## src/hdl/sfd_pkg.sv

```systemverilog
package sfd_pkg;

  // frame index width, enough for the longest frame of seven bytes
  localparam int unsigned IDX_W = 3;

  // bytes of a frame that are kept and reported
  localparam int unsigned HELD_BYTES = 4;

  // sync marker bit of the first byte
  localparam int unsigned SYNC_BIT = 7;

  // register reset values
  localparam logic [10:0] ID_BASE_RST = 11'h580;
  localparam logic [3:0]  MAX_ID_RST  = 4'd4;

  // register indexes on the configuration port
  localparam logic REG_ID_BASE = 1'b0;
  localparam logic REG_MAX_ID  = 1'b1;

  // one completed frame as handed from the framer to the result stage
  typedef struct packed {
    logic [7:0] byte0;
    logic [7:0] byte1;
    logic [7:0] byte2;
    logic [7:0] byte3;
  } frame_rec_t;

  // queue status seen by both sides
  typedef struct packed {
    logic full;
    logic empty;
  } q_stat_t;

endpackage

```

## src/hdl/sfd_front.sv

```systemverilog
module sfd_front #(
  parameter int unsigned FRAME_BYTES = 7
) (
  input  logic                clk,
  input  logic                rst_n,
  input  logic                in_valid,
  output logic                in_stall,
  input  logic [7:0]          in_rx_byte,
  input  sfd_pkg::q_stat_t    q_stat,
  output logic                q_push,
  output sfd_pkg::frame_rec_t q_wdata
);
  import sfd_pkg::*;

  localparam logic [IDX_W-1:0] LAST_IDX = IDX_W'(FRAME_BYTES);

  logic [IDX_W-1:0] idx_r, idx_nxt;
  logic [7:0]       held_r   [HELD_BYTES];
  logic [7:0]       held_nxt [HELD_BYTES];
  logic             accept;
  logic [IDX_W-1:0] idx_inc;

  // hold off the link only while no frame slot is free
  assign in_stall = q_stat.full;
  assign accept   = in_valid && !in_stall;
  assign idx_inc  = idx_r + IDX_W'(1);

  // classify the word: drop, start, store, or close the frame
  always_comb begin
    idx_nxt = idx_r;
    q_push  = 1'b0;
    for (int i = 0; i < HELD_BYTES; i++) begin
      held_nxt[i] = held_r[i];
    end
    if (accept) begin
      if (idx_r == '0) begin
        if (in_rx_byte[SYNC_BIT]) begin
          held_nxt[0] = in_rx_byte;
          idx_nxt     = IDX_W'(1);
        end
      end else begin
        if (idx_r < IDX_W'(HELD_BYTES)) begin
          held_nxt[idx_r[1:0]] = in_rx_byte;
        end
        if (idx_inc >= LAST_IDX) begin
          idx_nxt = '0;
          q_push  = 1'b1;
        end else begin
          idx_nxt = idx_inc;
        end
      end
    end
  end

  // record includes the word taken in this cycle
  assign q_wdata = '{byte0: held_nxt[0], byte1: held_nxt[1],
                     byte2: held_nxt[2], byte3: held_nxt[3]};

  // frame position
  always_ff @(posedge clk) begin
    if (!rst_n) begin
      idx_r <= '0;
    end else begin
      idx_r <= idx_nxt;
    end
  end

  // kept frame bytes
  always_ff @(posedge clk) begin
    for (int i = 0; i < HELD_BYTES; i++) begin
      held_r[i] <= held_nxt[i];
    end
  end

endmodule

```

## src/hdl/sfd_queue.sv

```systemverilog
module sfd_queue (
  input  logic                clk,
  input  logic                rst_n,
  input  logic                push,
  input  sfd_pkg::frame_rec_t wdata,
  input  logic                pop,
  output sfd_pkg::frame_rec_t rdata,
  output sfd_pkg::q_stat_t    stat
);
  import sfd_pkg::*;

  frame_rec_t  slot_r [2];
  logic        wr_ptr_r, wr_ptr_nxt;
  logic        rd_ptr_r, rd_ptr_nxt;
  logic [1:0]  cnt_r, cnt_nxt;

  assign stat.full  = (cnt_r == 2'd2);
  assign stat.empty = (cnt_r == 2'd0);
  assign rdata      = slot_r[rd_ptr_r];

  // pointer and fill count update
  always_comb begin
    wr_ptr_nxt = wr_ptr_r ^ push;
    rd_ptr_nxt = rd_ptr_r ^ pop;
    cnt_nxt    = cnt_r;
    if (push && !pop) begin
      cnt_nxt = cnt_r + 2'd1;
    end else if (pop && !push) begin
      cnt_nxt = cnt_r - 2'd1;
    end
  end

  always_ff @(posedge clk) begin
    if (!rst_n) begin
      wr_ptr_r <= 1'b0;
      rd_ptr_r <= 1'b0;
      cnt_r    <= 2'd0;
    end else begin
      wr_ptr_r <= wr_ptr_nxt;
      rd_ptr_r <= rd_ptr_nxt;
      cnt_r    <= cnt_nxt;
    end
  end

  // frame storage
  always_ff @(posedge clk) begin
    if (push) begin
      slot_r[wr_ptr_r] <= wdata;
    end
  end

endmodule

```

## src/hdl/sfd_back.sv

```systemverilog
module sfd_back (
  input  logic                clk,
  input  logic                rst_n,
  input  logic [10:0]         id_base,
  input  logic [3:0]          max_servo_id,
  input  sfd_pkg::q_stat_t    q_stat,
  input  sfd_pkg::frame_rec_t q_rdata,
  output logic                q_pop,
  output logic                out_valid,
  input  logic                out_stall,
  output logic [10:0]         out_can_std_id,
  output logic [13:0]         out_position,
  output logic [7:0]          out_frame_byte0,
  output logic [7:0]          out_frame_byte1,
  output logic [7:0]          out_frame_byte2,
  output logic [7:0]          out_frame_byte3,
  output logic [15:0]         out_frame_count
);
  import sfd_pkg::*;

  logic        valid_r, valid_nxt;
  logic [15:0] count_r, count_nxt;
  logic [3:0]  servo;
  logic [3:0]  servo_raw;
  logic [10:0] can_id_r;
  logic [13:0] pos_r;
  frame_rec_t  rec_r;

  // take a frame when the output word is free or leaving
  assign q_pop     = !q_stat.empty && (!valid_r || !out_stall);
  assign valid_nxt = q_pop || (valid_r && out_stall);
  assign count_nxt = count_r + 16'd1;

  // servo id check, out of range maps to servo one
  assign servo_raw = q_rdata.byte1[7:4];
  always_comb begin
    servo = servo_raw;
    if (servo_raw == 4'd0 || servo_raw > max_servo_id) begin
      servo = 4'd1;
    end
  end

  // control and frame counter
  always_ff @(posedge clk) begin
    if (!rst_n) begin
      valid_r <= 1'b0;
      count_r <= 16'd0;
    end else begin
      valid_r <= valid_nxt;
      if (q_pop) begin
        count_r <= count_nxt;
      end
    end
  end

  // result word
  always_ff @(posedge clk) begin
    if (q_pop) begin
      can_id_r <= id_base + {7'd0, servo};
      pos_r    <= {q_rdata.byte2[6:0], q_rdata.byte3[6:0]};
      rec_r    <= q_rdata;
    end
  end

  assign out_valid       = valid_r;
  assign out_can_std_id  = can_id_r;
  assign out_position    = pos_r;
  assign out_frame_byte0 = rec_r.byte0;
  assign out_frame_byte1 = rec_r.byte1;
  assign out_frame_byte2 = rec_r.byte2;
  assign out_frame_byte3 = rec_r.byte3;
  assign out_frame_count = count_r;

endmodule

```

## src/hdl/servo_feedback_deframer_top.sv

```systemverilog
// Servo feedback deframer: takes one serial byte per cycle when not stalled.
// While idle, a byte with bit 7 set opens a frame and other bytes are dropped;
// once open, every byte counts, and the FRAME_BYTES-th byte closes the frame.
// The framer hands each finished frame to a two-entry queue, and the result
// stage turns it into one word: CAN id (id_base plus servo id, with an id
// of zero or above max_servo_id replaced by one), 14-bit position from the
// low seven bits of bytes 2 and 3, bytes 0 to 3 as received, and a frame
// count that wraps at 16 bits. A closed frame goes into the queue and, once
// the result stage is free, into the registered output word under out_valid.
// in_stall rises only when the queue holds two finished frames, i.e. while
// out_stall has held back delivery for long enough to fill it. Registers:
// id_base at address 0 (reset 0x580), max_servo_id at address 4 (reset 4);
// write them only while no frame is in flight.
module servo_feedback_deframer_top #(
  parameter int unsigned FRAME_BYTES = 7
) (
  input  logic        clk,
  input  logic        rst_n,
  input  logic        in_valid,
  output logic        in_stall,
  input  logic [7:0]  in_rx_byte,
  output logic        out_valid,
  input  logic        out_stall,
  output logic [10:0] out_can_std_id,
  output logic [13:0] out_position,
  output logic [7:0]  out_frame_byte0,
  output logic [7:0]  out_frame_byte1,
  output logic [7:0]  out_frame_byte2,
  output logic [7:0]  out_frame_byte3,
  output logic [15:0] out_frame_count,
  input  logic        psel,
  input  logic        penable,
  input  logic        pwrite,
  input  logic [2:0]  paddr,
  input  logic [31:0] pwdata,
  output logic [31:0] prdata,
  output logic        pready
);
  import sfd_pkg::*;

  logic        cfg_wr;
  logic        cfg_sel;
  logic [10:0] id_base_r;
  logic [3:0]  max_id_r;
  logic        q_push;
  logic        q_pop;
  frame_rec_t  q_wdata;
  frame_rec_t  q_rdata;
  q_stat_t     q_stat;

  // register port
  assign pready  = 1'b1;
  assign cfg_wr  = psel && penable && pwrite;
  assign cfg_sel = paddr[2];

  always_ff @(posedge clk) begin
    if (!rst_n) begin
      id_base_r <= ID_BASE_RST;
      max_id_r  <= MAX_ID_RST;
    end else if (cfg_wr) begin
      case (cfg_sel)
        REG_ID_BASE: id_base_r <= pwdata[10:0];
        REG_MAX_ID:  max_id_r  <= pwdata[3:0];
        default: ;
      endcase
    end
  end

  always_comb begin
    case (cfg_sel)
      REG_ID_BASE: prdata = {21'd0, id_base_r};
      REG_MAX_ID:  prdata = {28'd0, max_id_r};
      default:     prdata = 32'd0;
    endcase
  end

  // framer
  sfd_front #(
    .FRAME_BYTES(FRAME_BYTES)
  ) u_front (
    .clk       (clk),
    .rst_n     (rst_n),
    .in_valid  (in_valid),
    .in_stall  (in_stall),
    .in_rx_byte(in_rx_byte),
    .q_stat    (q_stat),
    .q_push    (q_push),
    .q_wdata   (q_wdata)
  );

  // finished frame queue
  sfd_queue u_queue (
    .clk  (clk),
    .rst_n(rst_n),
    .push (q_push),
    .wdata(q_wdata),
    .pop  (q_pop),
    .rdata(q_rdata),
    .stat (q_stat)
  );

  // result stage
  sfd_back u_back (
    .clk            (clk),
    .rst_n          (rst_n),
    .id_base        (id_base_r),
    .max_servo_id   (max_id_r),
    .q_stat         (q_stat),
    .q_rdata        (q_rdata),
    .q_pop          (q_pop),
    .out_valid      (out_valid),
    .out_stall      (out_stall),
    .out_can_std_id (out_can_std_id),
    .out_position   (out_position),
    .out_frame_byte0(out_frame_byte0),
    .out_frame_byte1(out_frame_byte1),
    .out_frame_byte2(out_frame_byte2),
    .out_frame_byte3(out_frame_byte3),
    .out_frame_count(out_frame_count)
  );

endmodule
```

## config.mk

```make
export PLATFORM = sky130hd
export DESIGN_NAME = servo_feedback_deframer_top
export DESIGN_NICKNAME = d
export VERILOG_FILES = /design/src/hdl/sfd_pkg.sv /design/src/hdl/sfd_front.sv /design/src/hdl/sfd_queue.sv /design/src/hdl/sfd_back.sv /design/src/hdl/servo_feedback_deframer_top.sv
export SDC_FILE = /design/constraint.sdc
export NUM_CORES = 1
export LEC_CHECK = 0
export ABC_AREA = 1
export BUFFER_PORTS_ARGS = -buffer_cell sky130_fd_sc_hd__buf_4
export CORE_ASPECT_RATIO = 1.2
export CORE_MARGIN = 3
export CORE_UTILIZATION = 45
export DETAILED_ROUTE_END_ITERATION = 12
export GPL_TIMING_DRIVEN = 0
export PLACE_DENSITY = 0.78
export SETUP_SLACK_MARGIN = 0.15
export SYNTH_ARGS = -nofsm -noshare
export SYNTH_HDL_FRONTEND = slang
export SYNTH_SLANG_ARGS = --single-unit
```

## constraint.sdc

```tcl
create_clock -name clk -period 3.85 [get_ports clk]
set_input_delay 0.77 -clock clk [delete_from_list [all_inputs] [get_ports clk]]
set_output_delay 0.77 -clock clk [all_outputs]
set_load 0.01 [all_outputs]
```

==> metrics.txt, run 1 <==
status finished clean; H-tree levels 4; Cells after Synth 625; Avg WL per Cell 14.2 µm; Period minus WS final 3.40 ns; M1 wire length 5490 µm; met3 WL 737 µm; Top Ports 158; # diodes 0; setup ws final 0.450 ns; placed cell count 964; clock sink count 179; CTS root buf clkbuf_16; Initial Util 0.463; CP max stage delay 0.41 ns; P per Cell Area 618 nW/µm²; GRT Total Usage 0.162; Die Y 145 µm; Place WS 0.324 ns; fin. max-slew vios 0; nets 843; crit path max fanout 10; Synth cell types 36; most frequent cell after synthesis edfxtp_1; GPL Wtd Cong 0.841; WP buf/inv 4; layout cells sized above 1 0.306; Clock Latency Late Sink 0.42 ns; Static Leakage 3.72 nW; EDFF count, synth 107; most frequent cells after synthesis 107 x edfxtp_1, 92 x nand2_1, 72 x dfxtp_1; Core Area 15700 µm²; Syn Area/Cell 11.6 µm²; Max stage delay cell, worst path fa_1; I/O Buffers 111; Top Layer Used met4; Setup Skew 0.00857 ns; Top delay family on crit path adder cells; vias post-DR 4703; Die W 122 µm; Area contributors post-synth edfxtp_1 44%, dfxtp_1 20%, nand2_1 4.8%; die area 17700 µm²; Clock Pin Slew Worst Setup and Hold Paths 0.07 ns; largest net degree at the start of global routing 49; DR WL met2 7450 µm; First DRT Iteration DRCs 290; ANT nets after route 0; initial antenna violation count 0; most frequent CP cell nand2_1; WL final 14100 µm; crit path kind flop to flop; CTS hold repair buffers 0; share of the synthesized area in the top cell type 0.442; Final Cycle Share 0.883; Main synth FF type edfxtp_1; Num CTS Buffers 17; Post-synth ARST share 0; Ys Warns 0; # DRC 0; Vias/cell 4.72; min-delay worst type flop to flop; Data required, critical path 4.02 ns; first-pass GRT wire length 22500 µm; Yosys reg bits 179; Slew HR 0.311; Post-Syn Area 7270 µm²; setup TNS 0 ns; Setup-failing EPs final 0; Synth area leader edfxtp_1; synth-to-layout area growth 24.0%; gr ovfl total 0; clk buf depth 2; Non-Filler Instances 996; Crit. End Element flop; Critical Path AT 3.57 ns; worst path cell trace buf_2, clkbuf_4, nand2_1, o21ai_1, inv_1, ha_1, a21oi_1, o21ai_0, o21ai_0, nand3_1, ha_1, inv_1, fa_1, o21ai_2, nand2_1, nor2_1, nand2_1, nand2_1, nand2_1; final hold viol count 0; achievable frequency 294 MHz; sequential area share after synthesis 0.640; maximum VDD drop 282 µV; critical path launch point type flop; Max Cap Viol 0; Finished Core Util 0.574; vias in the first global route 4586; RSZ-0062 raised after global routing false; Rows 50; dpl hpwl 9680 µm; CTS tree yes; Worst-Margin Slew 1.03 ns; TritonRoute pass-1 iters 5
[final cells by class]
type                       count  area, µm²
timing repair buffer         111        833
buffer                        50        362
sequential                   179       4650
tap                          208        260
multi-input combinational    352       2100
inverter                      64        243
fill                        1292       6690
clock buffer                  17        425
clock inverter                15        143
[timing repair]
item,CTS,global route
gates resized for setup,0,3
setup endpoints to repair,0,2
buffers inserted,0,0
[where the power goes]
part	total (mW)	internal, mW	switching (mW)
Combinational	1.35	0.628	0.720
Clock	1.64	0.860	0.778
Sequential	2.59	2.47	0.120
Total	5.58	3.96	1.62
[sequential cells by signal (all words and copies together) (netlist names), 4 cells and up, named ones only]
| signal | cells |
|---|---|
| u_back.out_frame_byte3 | 8 |
| u_front.held_r | 32 |
| u_back.out_frame_byte2 | 8 |
| u_back.out_frame_byte0 | 8 |
| u_queue.slot_r | 64 |
| id_base_r | 11 |
| u_back.out_can_std_id | 11 |
| u_back.out_frame_count | 16 |
| u_back.out_frame_byte1 | 8 |
| max_id_r | 4 |
[logic make-up after synthesis]
family                     Yosys count  share of synthesized area
DFF                                179                      0.640
and+or+nand+nor                    177                      0.112
buffers and inverters              114                     0.0828
AOI/OAI and AO/OA                   97                     0.0764
muxes                               28                     0.0434
adders and majority gates           18                     0.0320
xor gates and xnor gates            10                     0.0121
other                                2                    0.00103
[worst paths after layout]
| check | from | end | slack, ns | depth (start not counted) |
|---|---|---|---|---|
| setup / recovery | flop | u_back.out_can_std_id[8] | 0.45 | 19 |
| hold / removal | u_front.held_r[1][2] | u_front.held_r[1][2] | 0.46 | 2 |
| setup reg to reg | flop | u_back.out_can_std_id[8] | 0.45 | 19 |
| hold reg to reg | u_front.held_r[1][2] | u_front.held_r[1][2] | 0.46 | 2 |
[through the flow]
step	area, µm²	power [mW]	hold WS (ns)
global placement	8440	3.95	0.432
global route	9020	5.86	0.483
finish	9020	5.58	0.464
detailed placement	8440	3.99	0.446
floorplan	7340	3.38	0.417
CTS	9010	5.62	0.464
[worst min-delay path, stage by stage, from the launching register on]
cell,delay [ns]
dfxtp_1,0.31
nand2_1,0.06
o21ai_2,0.07
[routing by layer]
metal	vias to the layer above	GRT usage
met1	2177	0.187
li1	2362	-
met3	32	0.0347
met4	0	0.0762
met2	132	0.282
met5	-	0
[placed cells by master, fill, tap and decap left out, types with 2 or more instances in the layout]
cell,Yosys,final
nand4_4,3,3
a21oi_1,27,27
nand3_2,3,3
clkbuf_1,5,5
dfxtp_1,72,72
o21ai_0,30,29
o21ai_1,24,24
o21a_1,3,3
o21ai_2,8,9
clkinv_1,0,2
buf_2,5,4
o21ai_4,2,2
conb_1,2,22
buf_6,4,4
nand2_1,92,92
inv_1,62,62
clkbuf_16,0,17
edfxtp_1,107,107
nand3_1,13,13
nor2_1,49,49
inv_6,0,2
ha_2,0,2
inv_8,0,6
buf_4,36,147
nor3_1,3,3
xor2_1,9,9
nand4_1,9,9
ha_1,17,15
mux2_2,28,28
clkinv_4,0,3
Power figures use the tool's default switching activity.
==> inputs of run 2 (changes only) <==
--- a/config.mk
+++ b/config.mk
@@ -13,6 +13,7 @@
 export DETAILED_ROUTE_END_ITERATION = 12
 export GPL_TIMING_DRIVEN = 0
 export PLACE_DENSITY = 0.78
+export RECOVER_POWER = 50
 export SETUP_SLACK_MARGIN = 0.15
 export SYNTH_ARGS = -nofsm -noshare
 export SYNTH_HDL_FRONTEND = slang
==> constraint.sdc (replaced) <==
create_clock -name clk -period 4.4 [get_ports clk]
set_input_delay 0.88 -clock clk [delete_from_list [all_inputs] [get_ports clk]]
set_output_delay 0.88 -clock clk [all_outputs]
set_load 0.01 [all_outputs]
==> metrics.txt, run 2 (same netlist as run 1, synthesis figures left out) <==
vias in the first global route 4586 (unchanged); Non-Filler Instances 996 (unchanged); commonest cells after routing, fill and taps aside 107 x edfxtp_1, 94 x buf_4, 93 x nand2_1; placed cell count 964 (unchanged); RSZ-0062 raised after global routing false; worst path cell trace clkbuf_1, buf_2, nand2_1, o21ai_0, inv_1, ha_1, a21oi_1, o21ai_0, o21ai_0, nand3_1, ha_1, inv_1, fa_1, o21ai_1, nand2_1, nor2_1, nand2_1, nand2_1, nand2_1; Avg WL per Cell 14.1 µm (-0.34%); Top Ports 158 (unchanged); synth-to-layout area growth 19.3%; WP buf/inv 4 (unchanged); CP max stage delay 0.40 ns (about the same); R2R depth 19 (unchanged); Finished Core Util 0.552 (-0.0219); met3 WL 732 µm (-0.68%); setup ws final 0.700 ns (+0.250 ns); Static Leakage 3.46 nW (-7.0%); HP Start u_front.held_r[0][7]; Max stage delay cell, worst path fa_1; ANT nets after route 0 (unchanged); most common cell after layout, fill and taps aside edfxtp_1; Die Y 145 µm (unchanged); Setup Skew 0.0102 ns (+0.00167 ns); min-delay worst type flop to flop; CTS hold repair buffers 0 (unchanged); nets 843 (unchanged); Die W 122 µm (unchanged); Endpoint, Worst Hold u_front.held_r[0][7]; Initial Util 0.463 (unchanged); Top delay family on crit path adder cells; clk buf depth 2 (unchanged); CTS tree yes; Worst-Margin Slew 1.09 ns (+0.0549 ns); Final Cycle Share 0.841 (-0.0421); max FFs per register 64 (unchanged); # diodes 0 (unchanged); achievable frequency 270 MHz (-8.1%); dpl hpwl 9680 µm (unchanged); Num CTS Buffers 17 (unchanged); largest net degree at the start of global routing 49 (unchanged); final hold viol count 0 (unchanged); Clock Latency Late Sink 0.42 ns (about the same); WL final 14100 µm (-0.34%); Switching Share 0.295 (+0.00477); Min Hold Slack 0.464 ns (+0.000119 ns); Critical Path AT 3.87 ns (+0.30 ns); total chip power 4.69 mW (-16%); post-route design area 8670 µm² (-3.8%); Clock power frac 0.304 (+0.010); Max Cap Viol 0 (unchanged); most frequent CP cell nand2_1; Period minus WS final 3.70 ns (+0.300 ns); CTS root buf clkbuf_16; critical path launch point type flop; GRT Total Usage 0.162 (unchanged); gr ovfl total 0 (unchanged); Clock Pin Slew Worst Setup and Hold Paths 0.07 ns (about the same); Crit. End Element flop; maximum VDD drop 223 µV (-21%); H-tree levels 4 (unchanged); Data required, critical path 4.57 ns (+0.55 ns); vias post-DR 4680 (-0.49%); crit path max fanout 10 (unchanged); DR WL met2 7340 µm (-1.5%); Core Area 15700 µm² (unchanged); Biggest register u_queue.slot_r; initial antenna violation count 0 (unchanged); hold path depth 2 (unchanged); post_cts resized 0 (unchanged); setup slack, reg-to-reg 0.70 ns (+0.25 ns); Setup-failing EPs final 0 (unchanged); GPL Wtd Cong 0.841 (unchanged); Top Layer Used met4; TritonRoute pass-1 iters 5 (unchanged); M1 wire length 5560 µm (+1.2%); first-pass GRT wire length 22500 µm (unchanged); fin. max-slew vios 0 (unchanged); Slew HR 0.268 (-0.0433); Int Pwr 3.31 mW (-16%); post-CTS setup buffers 0 (unchanged); Vias/cell 4.70 (-0.49%); layout cells sized above 1 0.204 (-0.102); die area 17700 µm² (unchanged); Place WS 0.874 ns (+0.550 ns); Rows 50 (unchanged); sequential share of power 0.482 (+0.017); status finished clean; First DRT Iteration DRCs 268 (-7.6%); Net Sw Power 1.38 mW (-14%); # DRC 0 (unchanged); setup TNS 0 ns (unchanged); clock sink count 179 (unchanged); power share of the combinational group 0.214 (-0.028); Area after DPL 8440 µm² (unchanged); P per Cell Area 541 nW/µm² (-12%); reg2reg end u_back.out_can_std_id[8]; crit path kind flop to flop; I/O Buffers 111 (unchanged)
run 2: cell types whose count changed in the layout (fill, tap and decap cells not counted), sizes merged:
cell    change
buf        -59
clkbuf     +59
run 2: worst max-delay path by stage:
| stage | start | end | depth (start not counted) |
|---|---|---|---|
| after floorplan | flop | u_back.out_can_std_id[8] | 18 |
| after global routing | flop | u_back.out_can_std_id[8] | 19 |
| after detailed placement | flop | u_back.out_can_std_id[8] | 19 |
| after global placement | flop | u_back.out_can_std_id[8] | 18 |
| after CTS | flop | u_back.out_can_std_id[8] | 19 |
| final | flop | u_back.out_can_std_id[8] | 19 |
run 2: layer usage:
metal	GRT usage	up-vias
li1	-	2357
met5	0	-
met2	0.282	132
met1	0.187	2163
met4	0.0762	0
met3	0.0347	28
run 2: power by group through the flow:
stage / Clock, mW / Combinational, mW / Sequential (mW)
global placement: 0 / 1.16 / 2.29
finish: 1.43 / 1.00 / 2.26
floorplan: 0 / 0.568 / 2.39
CTS: 1.45 / 1.20 / 2.27
global route: 1.53 / 1.12 / 2.29
detailed placement: 0 / 1.19 / 2.31
run 2: area by class of cell:
cell class                      instances  area, µm²
Buffer                                 50        332
Clock buffer                           17        425
Clock inverter                         15        143
Fill cell                            1348       7030
Inverter                               64        243
Multi-Input combinational cell        352       1970
Sequential cell                       179       4650
Tap cell                              208        260
Timing Repair Buffer                  111        642
run 2: worst min-delay path, cell delays in order, from the launching register on:
cell and delay, ns:
dfxtp_1 0.31, inv_1 0.03, nand2_1 0.08
